<file path="src/sv/tte_pkg.sv">
// Package for the text terminal escape engine: beat types, parser phase codes,
// character constants and the decimal parameter accumulator. No dependencies.
package tte_pkg;

    localparam int ROW_W   = 6;
    localparam int COL_W   = 7;
    localparam int PARAM_W = 14;

    localparam logic [PARAM_W-1:0] PARAM_MAX = 14'd9999;
    localparam logic [4:0]         SCROLL_RESET = 5'd24;

    localparam logic [7:0] CH_ESC   = 8'h1B;
    localparam logic [7:0] CH_SPACE = 8'h20;
    localparam logic [7:0] CH_CR    = 8'h0D;
    localparam logic [7:0] CH_LF    = 8'h0A;
    localparam logic [7:0] CH_NUL   = 8'h00;
    localparam logic [7:0] CH_LBRK  = 8'h5B;
    localparam logic [7:0] CH_SEMI  = 8'h3B;
    localparam logic [7:0] CH_0     = 8'h30;
    localparam logic [7:0] CH_9     = 8'h39;
    localparam logic [7:0] CH_H     = 8'h48;
    localparam logic [7:0] CH_C     = 8'h43;
    localparam logic [7:0] CH_D     = 8'h44;
    localparam logic [7:0] CH_K     = 8'h4B;
    localparam logic [7:0] CH_L     = 8'h4C;
    localparam logic [7:0] CH_M     = 8'h4D;

    typedef enum logic [4:0] {
        PH_GROUND = 5'b00001,
        PH_ESC    = 5'b00010,
        PH_FIRST  = 5'b00100,
        PH_SECOND = 5'b01000,
        PH_SKIP   = 5'b10000
    } phase_t;

    typedef enum logic [1:0] {
        CMD_NONE   = 2'd0,
        CMD_ERASE  = 2'd1,
        CMD_INSERT = 2'd2,
        CMD_DELETE = 2'd3
    } cmd_t;

    typedef struct packed {
        logic       func;
        logic [7:0] stream_byte;
        logic       end_of_chunk;
        logic [4:0] read_row;
        logic [6:0] read_col;
    } in_beat_t;

    typedef struct packed {
        logic [4:0] cursor_row_out;
        logic [6:0] cursor_col_out;
        logic [7:0] cell_char;
    } out_beat_t;

    typedef struct packed {
        phase_t             phase;
        logic [PARAM_W-1:0] first_param;
        logic [PARAM_W-1:0] second_param;
        logic               second_seen;
        logic [ROW_W-1:0]   row;
        logic [COL_W-1:0]   col;
        logic               wr_en;
        logic [7:0]         wr_data;
        cmd_t               cmd;
        logic [PARAM_W-1:0] count;
    } parse_res_t;

    function automatic logic [PARAM_W-1:0] add_digit(input logic [PARAM_W-1:0] acc,
                                                      input logic [7:0] c);
        logic [17:0] sum;
        begin
            sum = 18'({acc, 3'b000}) + 18'({acc, 1'b0}) + 18'(c - CH_0);
            add_digit = (sum > 18'(PARAM_MAX)) ? PARAM_MAX : sum[PARAM_W-1:0];
        end
    endfunction

endpackage

</file>
<file path="src/sv/tte_parse.sv">
// Byte decoder of the escape parser: next phase, parameters, cursor and the
// cell write of one stream byte. Depends on tte_pkg.
module tte_parse #(
    parameter int TEXT_ROWS = 24,
    parameter int TEXT_COLS = 80
) (
    input  logic [7:0]                   stream_byte,
    input  logic                         end_of_chunk,
    input  tte_pkg::phase_t              phase,
    input  logic [tte_pkg::PARAM_W-1:0]  first_param,
    input  logic [tte_pkg::PARAM_W-1:0]  second_param,
    input  logic                         second_seen,
    input  logic [tte_pkg::ROW_W-1:0]    row,
    input  logic [tte_pkg::COL_W-1:0]    col,
    output tte_pkg::parse_res_t          res
);
    import tte_pkg::*;

    localparam logic [ROW_W-1:0]   TR  = ROW_W'(TEXT_ROWS);
    localparam logic [COL_W-1:0]   TC  = COL_W'(TEXT_COLS);

    logic               digit;
    logic               letter;
    logic               plain;
    logic               run;
    logic [PARAM_W-1:0] n;
    logic [PARAM_W-1:0] v;
    logic [PARAM_W:0]   csum;

    always_comb
    begin
        digit  = (stream_byte >= CH_0) && (stream_byte <= CH_9);
        letter = ((stream_byte >= 8'h41) && (stream_byte <= 8'h5A))
              || ((stream_byte >= 8'h61) && (stream_byte <= 8'h7A));
        plain  = 1'b0;
        run    = 1'b0;
        res.phase        = phase;
        res.first_param  = first_param;
        res.second_param = second_param;
        res.second_seen  = second_seen;
        res.row          = row;
        res.col          = col;
        res.wr_en        = 1'b0;
        res.wr_data      = (stream_byte == CH_NUL) ? CH_SPACE : stream_byte;
        res.cmd          = CMD_NONE;
        n                = (first_param == '0) ? PARAM_W'(1) : first_param;
        res.count        = n;
        v                = '0;
        csum             = '0;

        case (phase)
            PH_ESC:
            begin
                if (stream_byte == CH_LBRK)
                begin
                    res.first_param  = '0;
                    res.second_param = '0;
                    res.second_seen  = 1'b0;
                    res.phase        = PH_FIRST;
                end
                else if (stream_byte == CH_ESC)
                begin
                    res.phase = PH_ESC;
                end
                else
                begin
                    res.phase = PH_GROUND;
                    plain     = 1'b1;
                end
            end
            PH_FIRST:
            begin
                if (digit)
                begin
                    res.first_param = add_digit(first_param, stream_byte);
                end
                else if (stream_byte == CH_SEMI)
                begin
                    res.second_seen = 1'b1;
                    res.phase       = PH_SECOND;
                end
                else
                begin
                    run = 1'b1;
                end
            end
            PH_SECOND:
            begin
                if (digit)
                begin
                    res.second_param = add_digit(second_param, stream_byte);
                end
                else
                begin
                    run = 1'b1;
                end
            end
            PH_SKIP:
            begin
                run = 1'b1;
            end
            default:
            begin
                if (stream_byte == CH_ESC)
                begin
                    res.phase = PH_ESC;
                end
                else
                begin
                    res.phase = PH_GROUND;
                    plain     = 1'b1;
                end
            end
        endcase

        // Final byte: a letter runs the command, anything else is skipped.
        if (run)
        begin
            if (letter)
            begin
                res.phase = PH_GROUND;
                if (stream_byte == CH_H)
                begin
                    v = (first_param == '0) ? '0 : first_param - PARAM_W'(1);
                    res.row = (v > PARAM_W'(TR)) ? TR : v[ROW_W-1:0];
                    v = second_seen ? second_param : PARAM_W'(1);
                    v = (v == '0) ? '0 : v - PARAM_W'(1);
                    res.col = (v > PARAM_W'(TC)) ? TC : v[COL_W-1:0];
                end
                else if (stream_byte == CH_C)
                begin
                    csum = (PARAM_W+1)'(col) + (PARAM_W+1)'(n);
                    res.col = (csum > (PARAM_W+1)'(TC)) ? TC : csum[COL_W-1:0];
                end
                else if (stream_byte == CH_D)
                begin
                    res.col = (n >= PARAM_W'(col)) ? '0 : col - n[COL_W-1:0];
                end
                else if (stream_byte == CH_K)
                begin
                    res.cmd = CMD_ERASE;
                end
                else if (stream_byte == CH_L)
                begin
                    res.cmd = CMD_INSERT;
                end
                else if (stream_byte == CH_M)
                begin
                    res.cmd = CMD_DELETE;
                end
            end
            else
            begin
                res.phase = PH_SKIP;
            end
        end

        if (plain)
        begin
            if (stream_byte == CH_CR)
            begin
                res.col = '0;
            end
            else if (stream_byte == CH_LF)
            begin
                if (row < TR)
                begin
                    res.row = row + ROW_W'(1);
                end
                res.col = '0;
            end
            else if (col < TC)
            begin
                res.wr_en = 1'b1;
                res.col   = col + COL_W'(1);
            end
        end

        if (end_of_chunk)
        begin
            res.phase = PH_GROUND;
        end
    end
endmodule

</file>
<file path="config.mk">
export PLATFORM = sky130hd
export DESIGN_NAME = tte_parse
export DESIGN_NICKNAME = d
export VERILOG_FILES = /design/src/sv/tte_pkg.sv /design/src/sv/tte_parse.sv
export SDC_FILE = /design/constraint.sdc
export NUM_CORES = 1
export LEC_CHECK = 0
export BUFFER_PORTS_ARGS = -buffer_cell sky130_fd_sc_hd__buf_2
export CAP_MARGIN = 25
export CORE_ASPECT_RATIO = 1.1
export CORE_UTILIZATION = 30
export DETAILED_ROUTE_END_ITERATION = 8
export GPL_TIMING_DRIVEN = 0
export SETUP_SLACK_MARGIN = 0.5
export SLEW_MARGIN = 25
export SYNTH_ARGS = -nofsm -noshare
export SYNTH_HDL_FRONTEND = slang
export SYNTH_SLANG_ARGS = --single-unit
</file>
<file path="constraint.sdc">
create_clock -name vclk -period 7.2
set_input_delay 1.44 -clock vclk [all_inputs]
set_output_delay 1.44 -clock vclk [all_outputs]
set_load 0.02 [all_outputs]
</file>
==> results of run 1 <==
power groups by stage:
stage	Sequential, mW	Combinational [mW]	Clock (mW)
2_1_floorplan	0	0.534	0
3_3_place_gp	0	0.719	0
3_5_place_dp	0	0.725	0
4_1_cts	0	0.752	0
5_1_grt	0	0.903	0
6_report	0	0.825	0
through the flow:
step           setup TNS [ns]  util (%)  instances  cell area (um2)  power, mW
3_3_place_gp           -1.689     35.71       1217             6843     0.7194
2_1_floorplan               0         -        845             5908     0.5335
4_1_cts                     0     36.57       1224             7008     0.7522
5_1_grt                     0     38.32       1239             7343     0.9028
3_5_place_dp           -2.003     35.71       1217             6843     0.7251
6_report                    0     38.32       1239             7343     0.8247
worst max-delay path: cells and delay by family:
| kind | cells | cell delay [ns] |
|---|---|---|
| compound gates | 5 | 1.34 |
| simple gates | 3 | 1.07 |
| fa+ha+maj | 2 | 0.71 |
| buf+inv | 3 | 0.56 |
cell type report:
class                           instances  area, um2  area share [%]
Multi-Input combinational cell        729       5763           78.48
Timing Repair Buffer                  147      808.3           11.01
Tap cell                              247      309.0           4.209
Inverter                               65      250.2           3.408
Buffer                                 51      212.7           2.897
repair_timing:
item / in CTS / in global routing
setup buffers: 7 / 15
endpoints found under the setup margin: 35 / 34
hold endpoints to repair: 0 / 0
cloned: 0 / 0
pin swaps: 5 / 14
resized for setup: 19 / 50
cell families (layout without fill, tap and decap cells):
logic type / count (synthesis) / after routing / share of synthesized area [%]
and+or+nand+nor: 311 / 311 / 27.89
buffers and inverters: 116 / 263 / 7.640
adders and majority gates: 96 / 96 / 23.94
AOI/OAI and AO/OA: 284 / 284 / 34.76
muxes: 5 / 5 / 0.8701
xor gates and xnor gates: 33 / 33 / 4.902
layer usage:
metal / wire, um / GRT usage, % / up-vias
met1: 9344 / 26.18 / 3370
met3: 1414 / 2.243 / 35
met2: 10780 / 38.65 / 249
met5: 30 / 0 / -
met4: 424 / 4.045 / 4
li1: - / - / 3464
worst max path at each step:
stage / endpoint / slack [ns] / start / cells past startpoint
after floorplan: res[26] / 0.49 / first_param[0] / 14
after global placement: res[26] / -0.38 / first_param[0] / 16
after detailed placement: res[26] / -0.42 / first_param[0] / 16
after CTS: res[29] / 0.52 / first_param[12] / 15
after global routing: res[61] / 0.47 / stream_byte[6] / 17
final: res[53] / 0.62 / stream_byte[6] / 13
layout by cell type, fill, tap and decap left out, drive strengths merged, types with 6 or more instances in the layout:
cell type  count
a211o          8
a211oi        10
a21o          10
a21oi         72
a311oi         6
a31oi         14
and2           8
and3          13
buf          159
clkbuf        39
fa            28
ha            68
inv           64
nand2         68
nand2b        13
nand3         30
nand4         17
nor2          67
nor2b         12
nor3          21
nor4          14
o211ai        18
o21a          12
o21ai         41
o31a           7
o31ai         10
or3           15
xnor2         18
xor2          15
==> flow_summary.toml, run 1 <==
[sta]
fin_crit_sh_pct = 91.39
final_hold_viol_count = 0
fmax_mhz = 152.0
worst_hold_slack_ns = 3.190
setup_viol = 0
worst_slack_ns = 0.6198
rsz0062_at_grt = "yes"
timing.slew.headroom_pct = 46.74
tightest_slew_ns = 0.7954
min_period_ns = 6.580
slew_viol_final = 0

[die]
die_area_mm2 = 0.02022
die_x_um = 135.7
die_h_um = 149.0
coreArea_mm2 = 0.01916
rows = 53
initial_core_util_pct = 30.76
pin_count = 128

[detailed_routing]
wl_um = 21990
wl_per_cell_um = 17.75
drt_iter0_drc = 578
viasPerCell = 5.748
vias = 7122
ant_nets = 0
drc = 0
first_pass_iters = 5

[global_routing]
grt_max_degree = 11
grt_pass1_vias = 6714
grt-ovfl-total = 0
grt_pass1_wl_um = 34320
antenna_found_initial = 3
grt.total_usage_pct = 21.04

[power_and_ir_drop]
power_frac_seq_pct = 0
pwr-share-comb_pct = 100.0
switchingPower_mw = 0.5060
internal-power_mw = 0.3186
ir_drop_v = 0.00006363
p_sw_share_pct = 61.36
pwr-share-clk_pct = 0
power_density_mw_per_mm2 = 112.3
p_leak_nw = 3.177

[worst_setup_path]
critPathMaxFanout = 9
criticalPathCategory = "in -> out"
timing.critical_path.mode_cell = "buf_2"
slowest_delay_ns = 0.60
arrival_ns = 5.14
critPathSlowestCell = "or4_1"
crit_chain = "buf_2 > or2_4 > nor2_4 > buf_12 > fa_1 > ha_1 > or4_1 > o21a_1 > o211ai_1 > a311oi_4 > o2111ai_4 > a2bb2oi_1 > buf_2"
cp-end-kind = "primary output"
crit_path_start_kind = "primary input"
cp.required_ns = 5.76

[logic_synthesis]
syn-num-nets = 997
syn_inst = 845
synth_area_leaders = "ha_1 (14%), fa_1 (9.5%), a21oi_1 (6.0%), nand2_1 (4.3%), nor2_1 (4.3%)"
yosysMostFrequentCell = "a21oi_1"
synth_top_area_share_pct = 14.43
yosysSeqAreaShare_pct = 0
syn_avg_cell_area_um2 = 6.977
ys_types = 89
yosysTopAreaCell = "ha_1"
synth_common_cells = "a21oi_1 (71), ha_1 (68), nand2_1 (67), nor2_1 (67), inv_1 (65)"
syn_area_mm2 = 0.005896
synth_warnings = 0

[hold_path]
hp-start = "end_of_chunk"
min_to = "res[71]"
hold_class = "in -> out"
hold_depth = 3

[cells_and_area]
fillers = 2029
syn_to_final_growth_pct = 24.55
finalNetCount = 1146
insertedDiodeCount = 0
seqCellArea_um2 = 0
nFlopsAndLatches = 0
drive_above_1_share_pct = 23.19
nClkBuffers = 0

[place]
hpwl_um = 17730
place_ws_ns = -0.4206
port_buffers = 125
gp_congestion = 0.9193

[clock_network]
hold_buffers = 0

[flow_run]
cap_violations = 0

[run_status]
status = "finished clean"
No activity file was read; power rests on OpenSTA's default activity.
==> inputs of run 2 (changes only) <==
- CORE_UTILIZATION: 30 -> 53
- PLACE_DENSITY: default -> 0.81
==> run 2 against run 1 <==
  * Largest cell class unchanged
  * First-iteration DRC count shrank 13%
  * Maximum frequency down 1.6%
  * Core utilization is 27 points higher
  * Critical path type unchanged
  * Flip-flop and latch count unchanged
  * Sequential share of layout area did not move
  * Die area decreased by 43%
==> flow_summary.toml, run 2 (same netlist as run 1, synthesis figures left out) <==
[worst_setup_path]
crit_chain = "buf_2 > or2_2 > nor2_4 > buf_12 > fa_1 > ha_1 > buf_2 > nand3_2 > and4b_1 > a311oi_2 > o311ai_2 > nor4_4 > nand3_1 > o31a_1 > buf_2"
cp-end-kind = "primary output"
timing.critical_path.mode_cell = "buf_2"
crit_path_start_kind = "primary input"
cp.required_ns = 5.76
arrival_ns = 5.25
slowest_delay_ns = 0.42
critPathSlowestCell = "fa_1"
critPathMaxFanout = 9
criticalPathCategory = "in -> out"

[detailed_routing]
drc = 0
vias = 7267
ant_nets = 0
drt_iter0_drc = 502
first_pass_iters = 6
viasPerCell = 6.397
wl_um = 19810
wl_per_cell_um = 17.44

[die]
die_x_um = 102.6
die_area_mm2 = 0.01155
rows = 40
die_h_um = 112.6
pin_count = 128
initial_core_util_pct = 54.29
coreArea_mm2 = 0.01086

[global_routing]
grt_pass1_vias = 6426
grt_max_degree = 11
antenna_found_initial = 0
grt.total_usage_pct = 33.03
grt_pass1_wl_um = 30790
grt-ovfl-total = 0

[cells_and_area]
final_cells = 1136
layout_commonest_cell = "buf_2"
nClkBuffers = 0
fillers = 982
mostFrequentLayoutCells = "buf_2 (137), a21oi_1 (71), nand2_1 (66), nor2_1 (66), ha_1 (66)"
syn_to_final_growth_pct = 20.35
finalNetCount = 1142
drive_above_1_share_pct = 21.76
seqCellArea_um2 = 0
nFlopsAndLatches = 0

[place]
place_ws_ns = -0.4114
hpwl_um = 15770
gp_congestion = 0.9666
port_buffers = 125
dp.cells = 1117

[sta]
timing.slew.headroom_pct = 51.35
min_period_ns = 6.689
fin_crit_sh_pct = 92.90
fmax_mhz = 149.5
tightest_slew_ns = 0.7242
worst_slack_ns = 0.5111
rsz0062_at_grt = "yes"
final_hold_viol_count = 0
setup_viol = 0
slew_viol_final = 0

[power_and_ir_drop]
ir_drop_v = 0.00007156
power_density_mw_per_mm2 = 112.9
p_leak_nw = 3.140

[hold_path]
hold_depth = 3
hold_class = "in -> out"

[run_status]
status = "finished clean"

[flow_run]
cap_violations = 0
[run 2: cell types whose count changed in the layout (fill, tap and decap cells not counted), sizes merged]
cell	before	now
buf	159	156
clkinvlp	1	0
inv	64	65
diode	0	1
clkbuf	39	38
[run 2: power by group]
| part | total, mW | internal, mW | switching [mW] |
|---|---|---|---|
| clock | 0.0000000186 | 0.0000000186 | 0 |
| combinational | 0.801 | 0.312 | 0.489 |
| sequential | 0 | 0 | 0 |
[run 2: worst paths after layout]
check / from / endpoint / slack [ns]
max: stream_byte[6] / res[62] / 0.51
min: end_of_chunk / res[71] / 3.19
[run 2: final cells by class]
class                           instances  area [um2]  share of cell area, %
Inverter                               65       244.0                  3.439
Buffer                                 51       210.2                  2.962
Timing Repair Buffer                  143       773.2                  10.90
Multi-Input combinational cell        729        5682                  80.07
Antenna cell                            1       2.502                0.03527
Tap cell                              147       183.9                  2.592
[run 2: repair_timing]
action / CTS / global route
pin swaps: 5 / 15
gates resized for setup: 12 / 34
hold buffers: 0 / 0
endpoints found under the setup margin: 35 / 33
setup buffers: 5 / 13
[run 2: critical path: cells and delay by family]
kind	cells	cell delay [ns]
AO/OA/AOI/OAI	3	0.81
adder cells (fa/ha/maj)	2	0.71
buffers and inverters	4	0.71
AND/OR/NAND/NOR	6	1.57
[run 2: metal layers]
layer	vias to the layer above	wire (um)	global-route usage, %
met1	3408	8184	43.26
met4	0	736	11.05
met2	345	9401	56.62
met3	56	1490	2.179
met5	-	0	0
li1	3458	-	-
[run 2: metrics by stage]
| step | instance area (um2) | TNS (ns) | hold WS (ns) | power, mW | util, % |
|---|---|---|---|---|---|
| finish | 7096 | 0 | 3.189 | 0.8009 | 65.33 |
| global route | 7093 | 0 | 3.200 | 0.8779 | 65.31 |
| CTS | 6830 | 0 | 3.179 | 0.7287 | 62.89 |
| detailed placement | 6718 | -1.846 | 3.178 | 0.7110 | 61.85 |
| global placement | 6718 | -1.204 | 3.170 | 0.6990 | 61.85 |
| floorplan | 5908 | 0 | 2.966 | 0.5335 | - |
